==> config.mk <==
export PLATFORM = sky130hd
export DESIGN_NAME = date_offset_by_days
export DESIGN_NICKNAME = d
export VERILOG_FILES = /design/src/dobd_pkg.sv /design/src/date_offset_by_days.sv /design/src/dobd_ctrl.sv /design/src/dobd_dpath.sv
export SDC_FILE = /design/constraint.sdc
export NUM_CORES = 1
export LEC_CHECK = 0
export ABC_CLOCK_PERIOD_IN_PS = 4700
export BUFFER_PORTS_ARGS = -buffer_cell sky130_fd_sc_hd__buf_2
export CORE_ASPECT_RATIO = 0.75
export CORE_MARGIN = 2
export CORE_UTILIZATION = 45
export DETAILED_ROUTE_END_ITERATION = 6
export PLACE_DENSITY = 0.71
export SLEW_MARGIN = 10
export SYNTH_ARGS = -nofsm -noshare
export SYNTH_HDL_FRONTEND = slang
export SYNTH_SLANG_ARGS = --single-unit
==> constraint.sdc <==
create_clock -name clk -period 4.7 [get_ports clk]
set_input_delay 0.705 -clock clk [delete_from_list [all_inputs] [get_ports clk]]
set_output_delay 0.705 -clock clk [all_outputs]
set_load 0.005 [all_outputs]
==> src/dobd_pkg.sv <==
// Shared types and calendar helpers for the date offset block.
// Depends on nothing; imported by the controller, datapath and top level.
package dobd_pkg;

	// Calendar constants
	localparam logic [11:0] YEAR_MIN = 12'd1970;
	localparam logic [11:0] YEAR_MAX = 12'd2099;
	localparam logic [3:0]  MON_JAN  = 4'd1;
	localparam logic [3:0]  MON_FEB  = 4'd2;
	localparam logic [3:0]  MON_DEC  = 4'd12;

	// Controller states
	typedef enum logic [1:0] {
		ST_IDLE,
		ST_NORM,
		ST_WALK,
		ST_DONE
	} dobd_state_t;

	// Commands from controller to datapath
	typedef struct packed {
		logic load;
		logic norm;
		logic step;
		logic finish;
	} dobd_cmd_t;

	// Status from datapath to controller
	typedef struct packed {
		logic walk_more;
	} dobd_stat_t;

	// Leap rule over the reachable years (about 1790..2280): multiples of four,
	// less the century years that are not multiples of 400.
	function automatic logic is_leap(input logic [11:0] y);
		logic cent;
		cent = (y == 12'd1800) || (y == 12'd1900) || (y == 12'd2100) || (y == 12'd2200);
		return (y[1:0] == 2'b00) && !cent;
	endfunction

	// Length of month m in year y; a month code outside 1..12 reads as January
	function automatic logic [4:0] month_len(input logic [11:0] y, input logic [3:0] m);
		logic [4:0] len;
		case (m) inside
			MON_FEB:                  len = is_leap(y) ? 5'd29 : 5'd28;
			4'd4, 4'd6, 4'd9, 4'd11:  len = 5'd30;
			default:                  len = 5'd31;
		endcase
		return len;
	endfunction

endpackage

==> src/date_offset_by_days.sv <==
// Top level of the Gregorian date offset block: controller plus datapath.
// Depends on dobd_pkg, dobd_ctrl and dobd_dpath.
//
//  channel  | handshake             | payload
//  ---------+-----------------------+------------------------------------------------
//  item in  | start & !busy         | mode, start_day, start_month, start_year, day_count
//  result   | done (one cycle)      | result_day, result_month, result_year, start_defaulted
//
// An item is accepted, normalised, walked month by month and then shown by the done strobe;
// the month walk crosses one boundary per cycle, up to about 2160 boundaries for 65535 days.
// busy is high from the cycle after acceptance until done has been shown. Reset clears
// the controller and the datapath registers. The receiver cannot stall: done lasts one
// cycle.
module date_offset_by_days (
	input  logic        clk,
	input  logic        arst_n,
	input  logic        start,
	output logic        busy,
	input  logic        mode,
	input  logic [4:0]  start_day,
	input  logic [3:0]  start_month,
	input  logic [11:0] start_year,
	input  logic [15:0] day_count,
	output logic        done,
	output logic [4:0]  result_day,
	output logic [3:0]  result_month,
	output logic [11:0] result_year,
	output logic        start_defaulted
);
	import dobd_pkg::*;

	dobd_cmd_t  cmd;
	dobd_stat_t stat;

	// Sequencer
	dobd_ctrl u_ctrl (
		.clk    (clk),
		.arst_n (arst_n),
		.start  (start),
		.stat   (stat),
		.cmd    (cmd),
		.busy   (busy),
		.done   (done)
	);

	// Date arithmetic
	dobd_dpath u_dpath (
		.clk             (clk),
		.arst_n          (arst_n),
		.cmd             (cmd),
		.mode            (mode),
		.start_day       (start_day),
		.start_month     (start_month),
		.start_year      (start_year),
		.day_count       (day_count),
		.stat            (stat),
		.result_day      (result_day),
		.result_month    (result_month),
		.result_year     (result_year),
		.start_defaulted (start_defaulted)
	);

endmodule

==> src/dobd_ctrl.sv <==
// Sequencing state machine for the date offset block.
// Depends on dobd_pkg; drives the datapath through dobd_cmd_t.
module dobd_ctrl (
	input  logic                clk,
	input  logic                arst_n,
	input  logic                start,
	input  dobd_pkg::dobd_stat_t stat,
	output dobd_pkg::dobd_cmd_t  cmd,
	output logic                busy,
	output logic                done
);
	import dobd_pkg::*;

	dobd_state_t state_q;
	dobd_state_t state_nxt;

	// State register
	always_ff @(posedge clk or negedge arst_n) begin
		if (!arst_n) begin
			state_q <= ST_IDLE;
		end else begin
			state_q <= state_nxt;
		end
	end

	// Next state
	always_comb begin
		state_nxt = state_q;
		case (state_q)
			ST_IDLE: begin
				if (start) state_nxt = ST_NORM;
			end
			ST_NORM: state_nxt = ST_WALK;
			ST_WALK: begin
				if (!stat.walk_more) state_nxt = ST_DONE;
			end
			ST_DONE: state_nxt = ST_IDLE;
			default: state_nxt = ST_IDLE;
		endcase
	end

	// Outputs
	always_comb begin
		cmd  = '0;
		busy = 1'b1;
		done = 1'b0;
		case (state_q)
			ST_IDLE: begin
				busy     = 1'b0;
				cmd.load = start;
			end
			ST_NORM: cmd.norm = 1'b1;
			ST_WALK: begin
				cmd.step   = stat.walk_more;
				cmd.finish = !stat.walk_more;
			end
			ST_DONE: done = 1'b1;
			default: busy = 1'b1;
		endcase
	end

`ifndef ASSERT_OFF
	// A result only follows the end of the month walk
	a_done_after_walk: assert property (@(posedge clk) disable iff (!arst_n)
		done |-> $past(cmd.finish))
		else $error("done without a finishing walk");

	// One strobe per item
	a_done_single: assert property (@(posedge clk) disable iff (!arst_n)
		done |=> !done)
		else $error("done held for more than one cycle");

	// An accepted item keeps the block busy on the next cycle
	a_accept_busy: assert property (@(posedge clk) disable iff (!arst_n)
		(start && !busy) |=> busy)
		else $error("accepted item did not make the block busy");
`endif

endmodule

==> src/dobd_dpath.sv <==
// Date registers and month-walk arithmetic for the date offset block.
// Depends on dobd_pkg; commanded by dobd_ctrl.
module dobd_dpath (
	input  logic                clk,
	input  logic                arst_n,
	input  dobd_pkg::dobd_cmd_t  cmd,
	input  logic                mode,
	input  logic [4:0]          start_day,
	input  logic [3:0]          start_month,
	input  logic [11:0]         start_year,
	input  logic [15:0]         day_count,
	output dobd_pkg::dobd_stat_t stat,
	output logic [4:0]          result_day,
	output logic [3:0]          result_month,
	output logic [11:0]         result_year,
	output logic                start_defaulted
);
	import dobd_pkg::*;

	logic        mode_q;
	logic        dflt_q;
	logic [4:0]  d_q;
	logic [3:0]  m_q;
	logic [11:0] y_q;
	logic [15:0] n_q;

	logic        in_ok;
	logic [4:0]  len_cur;
	logic [4:0]  room;
	logic [3:0]  m_next, m_prev;
	logic [11:0] y_next, y_prev;
	logic [4:0]  len_prev;

	// Start date check
	assign in_ok = (start_day != 5'd0) && (start_month >= MON_JAN) && (start_month <= MON_DEC)
		&& (start_year >= YEAR_MIN) && (start_year <= YEAR_MAX);

	// Month neighbours and lengths
	assign len_cur  = month_len(y_q, m_q);
	assign room     = len_cur - d_q;
	assign m_next   = (m_q == MON_DEC) ? MON_JAN : 4'(m_q + 4'd1);
	assign y_next   = (m_q == MON_DEC) ? 12'(y_q + 12'd1) : y_q;
	assign m_prev   = (m_q == MON_JAN) ? MON_DEC : 4'(m_q - 4'd1);
	assign y_prev   = (m_q == MON_JAN) ? 12'(y_q - 12'd1) : y_q;
	assign len_prev = month_len(y_prev, m_prev);

	// Another month to cross?
	assign stat.walk_more = mode_q ? (n_q >= {11'd0, d_q}) : (n_q > {11'd0, room});

	// Working registers
	always_ff @(posedge clk or negedge arst_n) begin
		if (!arst_n) begin
			mode_q <= 1'b0;
			n_q    <= '0;
			dflt_q <= 1'b0;
			d_q    <= 5'd1;
			m_q    <= MON_JAN;
			y_q    <= YEAR_MIN;
		end else if (cmd.load) begin
			mode_q <= mode;
			n_q    <= day_count;
			dflt_q <= !in_ok;
			d_q    <= in_ok ? start_day   : 5'd1;
			m_q    <= in_ok ? start_month : MON_JAN;
			y_q    <= in_ok ? start_year  : YEAR_MIN;
		end else if (cmd.norm) begin
			// carry an over-long start day into the next month
			if (d_q > len_cur) begin
				d_q <= d_q - len_cur;
				m_q <= m_next;
				y_q <= y_next;
			end
		end else if (cmd.step) begin
			if (mode_q) begin
				n_q <= n_q - {11'd0, d_q};
				m_q <= m_prev;
				y_q <= y_prev;
				d_q <= len_prev;
			end else begin
				n_q <= n_q - ({11'd0, room} + 16'd1);
				m_q <= m_next;
				y_q <= y_next;
				d_q <= 5'd1;
			end
		end
	end

	// Result registers; the remaining count fits in five bits here
	always_ff @(posedge clk or negedge arst_n) begin
		if (!arst_n) begin
			result_day      <= '0;
			result_month    <= '0;
			result_year     <= '0;
			start_defaulted <= 1'b0;
		end else if (cmd.finish) begin
			result_day      <= mode_q ? (d_q - n_q[4:0]) : (d_q + n_q[4:0]);
			result_month    <= m_q;
			result_year     <= y_q;
			start_defaulted <= dflt_q;
		end
	end

`ifndef ASSERT_OFF
	// Finished day is nonzero
	a_day_nonzero: assert property (@(posedge clk) disable iff (!arst_n)
		$past(cmd.finish) |-> (result_day != 5'd0))
		else $error("result day is zero");

	// Finished month is in range
	a_month_range: assert property (@(posedge clk) disable iff (!arst_n)
		$past(cmd.finish) |-> ((result_month >= MON_JAN) && (result_month <= MON_DEC)))
		else $error("result month out of range");

	// A walk step always consumes days
	a_step_consumes: assert property (@(posedge clk) disable iff (!arst_n)
		cmd.step |=> (n_q < $past(n_q)))
		else $error("walk step left the count unchanged");
`endif

endmodule
==> impl_metrics.csv <==
group,metric,value,unit
setup_path,crit_buf_inv,3,
logic_synthesis,post_synth_inst_count,671,
setup_path,start_kind,"register",
global_route,antenna_found_initial,0,
cts,clockBufferDepth,2,
sta,max_freq,217,MHz
setup_path,criticalPathCategory,"reg2reg",
drt,drc_errors,0,
power_and_ir_drop,switching_share,46.7,%
drt,num_vias,5676,
placed_design,numPortBuffers,64,
logic_synthesis,yosysWarnings,0,
setup_path,timing.rr.start,"u_dpath.y_q[5]",
global_route,overflow,0,
sta,rsz0062_at_grt,"yes",
setup_path,crit_fanout,6,
final_layout,nets,860,
global_route,grt_max_degree,43,
die,io_pins,65,
drt,dr.pass1.iters,5,
setup_path,endpoint_kind,"register",
logic_synthesis,ys_seq_area_share,28.3,%
final_layout,n_fill_cell,1085,
final_layout,drive_gt1_share,27.9,%
cts,htree_levels,3,
final_layout,final_area,0.00705,mm2
sta,finalHoldViolations,0,
cts,path_clk_slew,0.06,ns
cts,cts.sinks,63,
setup_path,crit_start,"u_dpath.y_q[5]",
setup_path,cp_slowest_stage_delay,0.60,ns
sta,skew,0.00557,ns
power_and_ir_drop,net-switching-power,2.99,mW
drt,wl_per_cell,19.4,um
setup_path,arrival,4.89,ns
die,initial_core_util,45.9,%
power_and_ir_drop,finalPower,6.42,mW
logic_synthesis,synth_top_cell_by_area,"dfrtp_1",
sta,finalSetupViolations,0,
cts,numCtsBuffers,9,
placed_design,routabilityCongestion,0.954,
setup_path,r2r-end,"u_dpath.n_q[15]",
die,die_h,101,um
drt,wirelength,18400,um
sta,slew_headroom,29.0,%
power_and_ir_drop,pwr-share-clk,11.4,%
final_layout,final_common_cell,"buf_4",
die,fp-row-count,35,
sta,min_period,4.62,ns
drt,drt_iter0_drc,522,
setup_path,cp.depth,19,
drt,avgViaCountPerCell,6.01,
logic_synthesis,synth_enable_flop_cells,0,
logic_synthesis,async_flop_share,100,%
cts,cts-root-buf,"clkbuf_16",
power_and_ir_drop,p_int,3.42,mW
cts,clk_latency,0.34,ns
setup_path,crit_path_cell_trace,"nor3_4, o211ai_1, o311ai_4, and2_4, o31ai_4, inv_1, ha_2, fa_1, inv_2, ha_4, xor2_1, ha_1, buf_4, o21ai_4, a21boi_2, o31a_1, o32a_1, or4b_4, nand3_2",
logic_synthesis,post_synth_num_cell_types,76,
worst_hold_path,hold_path.class,"reg2reg",
logic_synthesis,syn-num-nets,758,
final_layout,area_delta_synth_final,25.6,%
placed_design,place_area,0.00646,mm2
power_and_ir_drop,max-vdd-ir-drop,0.466,mV
placed_design,hpwl,13500,um
die,die_area,0.0134,mm2
die,die_w,133,um
sta,finalCritPeriodShare,98.3,%
status,status,"complete, no violations",
power_and_ir_drop,cellPowerDensity,910,mW/mm2
job,maxCapViolCount,0,
setup_path,required,4.97,ns
global_route,grt_pass1_vias,5398,
final_layout,layout_common_cells,"67 x buf_4, 64 x buf_2, 54 x nand2_1, 54 x dfrtp_1, 52 x nor2_1",
setup_path,reg2reg_slack,0.08,ns
global_route,grt_pass1_wl,29100,um
logic_synthesis,synthFlopType,"dfrtp_1",
setup_path,crit_end,"u_dpath.n_q[15]",
power_and_ir_drop,power_frac_seq,15.8,%
sta,maxSlewViolCount,0,
cts,hold_buffers,0,
logic_synthesis,synth-seq-cells,63,
logic_synthesis,synth_top_area_share,24.1,%
logic_synthesis,synthesis.area,0.00561,mm2
logic_synthesis,synth_area_leaders,"dfrtp_1 24%, ha_1 9.1%, dfstp_2 4.2%, xnor2_1 4.1%, o21ai_0 3.7%",
setup_path,cp_slowest_cell,"dfstp_2",
cts,cts_tree,"done",
power_and_ir_drop,p_leak,3.22,nW
final_layout,diodes,0,
die,core_area,0.0122,mm2
logic_synthesis,avgSynthCellArea,8.36,um2
sta,worstMarginPinSlew,1.06,ns
global_route,track_usage,27.8,%
drt,drtAntennaViolNets,0,
setup_path,rr_worst_depth,19,
setup_path,path_delay_family,"compound AO/OA/AOI/OAI gates",
power_and_ir_drop,combPwrFrac,72.7,%
## power groups by stage
stage	clock, mW	sequential, mW	combinational (mW)
finish	0.734	1.01	4.67
global route	0.767	1.04	5.12
CTS	0.743	0.989	4.31
detailed placement	0	0.984	4.10
global placement	0	0.975	4.02
floorplan	0	0.909	2.84
## final cells by class
class                           instances  area (um2)  area share (%)
Clock buffer                           12         246            3.50
Clock inverter                          4        70.1           0.994
Inverter                               38         143            2.02
Multi-Input combinational cell        527        3930            55.7
Sequential cell                        63        1590            22.5
Tap cell                              166         208            2.95
Timing Repair Buffer                  134         866            12.3
## synth_stat cells (all sizes together) (8+ instances only)
master / instances
nand2: 55
dfrtp: 54
nor2: 53
o21ai: 43
a21oi: 41
ha: 41
inv: 38
clkbuf: 35
xnor2: 26
nand3: 21
nor3: 21
a31oi: 15
o211ai: 15
mux2: 13
o311ai: 13
and3: 11
mux2i: 11
dfstp: 9
nand4: 9
nor4: 9
buf: 8
or3: 8
## per-stage QoR
step | utilization (%) | TNS, ns | hold slack, ns | std cells | worst slack [ns]
2_1_floorplan | - | 0 | 0.409 | 671 | 0.00195
3_3_place_gp | 52.9 | -2.05 | 0.462 | 925 | -0.264
3_5_place_dp | 52.9 | -3.01 | 0.467 | 925 | -0.370
4_1_cts | 56.3 | 0 | 0.482 | 941 | 0.0230
5_1_grt | 57.7 | -0.362 | 0.512 | 944 | -0.0732
6_report | 57.7 | 0 | 0.476 | 944 | 0.0819
## tightest hold or removal path: cells and delay by family (launching register included)
family          cells  cell delay [ns]
compound gates      1             0.06
simple gates        1             0.05
flops               1             0.34
## worst min-delay path by stage
| stage | start | depth (start not counted) | slack (ns) | endpoint |
|---|---|---|---|---|
| 2_1_floorplan | arst_n | 0 | 0.41 | u_ctrl.state_q[0] |
| 3_3_place_gp | u_dpath.result_year[0] | 2 | 0.46 | u_dpath.result_year[0] |
| 4_1_cts | u_dpath.result_day[0] | 2 | 0.48 | u_dpath.result_day[0] |
| 5_1_grt | u_dpath.result_day[3] | 2 | 0.51 | u_dpath.result_day[3] |
| 6_report | u_dpath.result_day[3] | 2 | 0.48 | u_dpath.result_day[3] |
| 3_5_place_dp | u_dpath.result_year[5] | 2 | 0.47 | u_dpath.result_year[5] |
## state kept, by name, summed over array words and instances (netlist names)
name                     cells
u_dpath.m_q                  4
u_dpath.d_q                  5
u_ctrl.state_q               2
u_dpath.result_year         12
u_dpath.result_day           5
u_dpath.result_month         4
u_dpath.dflt_q               1
u_dpath.mode_q               1
u_dpath.y_q                 12
u_dpath.n_q                 16
u_dpath.start_defaulted      1
## routing by layer
metal / up-vias / global-route usage, % / part of all wire [%]
li1: 2669 / - / -
met1: 2727 / 41.6 / 49
met2: 260 / 41.0 / 43
met3: 20 / 5.33 / 7.7
met4: 0 / 6.95 / 1.1
met5: - / 0 / 0
## what timing repair did
action,4_1_cts,5_1_grt
pin swaps,17,12
resized for setup,31,23
buffers inserted,1,3
endpoints found under the setup margin,29,37
## logic make-up after synthesis
kind of cell	share of synthesized area [%]
and+or+nand+nor	21.1
adders and majority gates	10.9
AOI/OAI and AO/OA	23.9
DFF	28.3
muxes	4.64
xor gates and xnor gates	5.15
buffers and inverters	6.09
(Power assumes the default switching activity.)
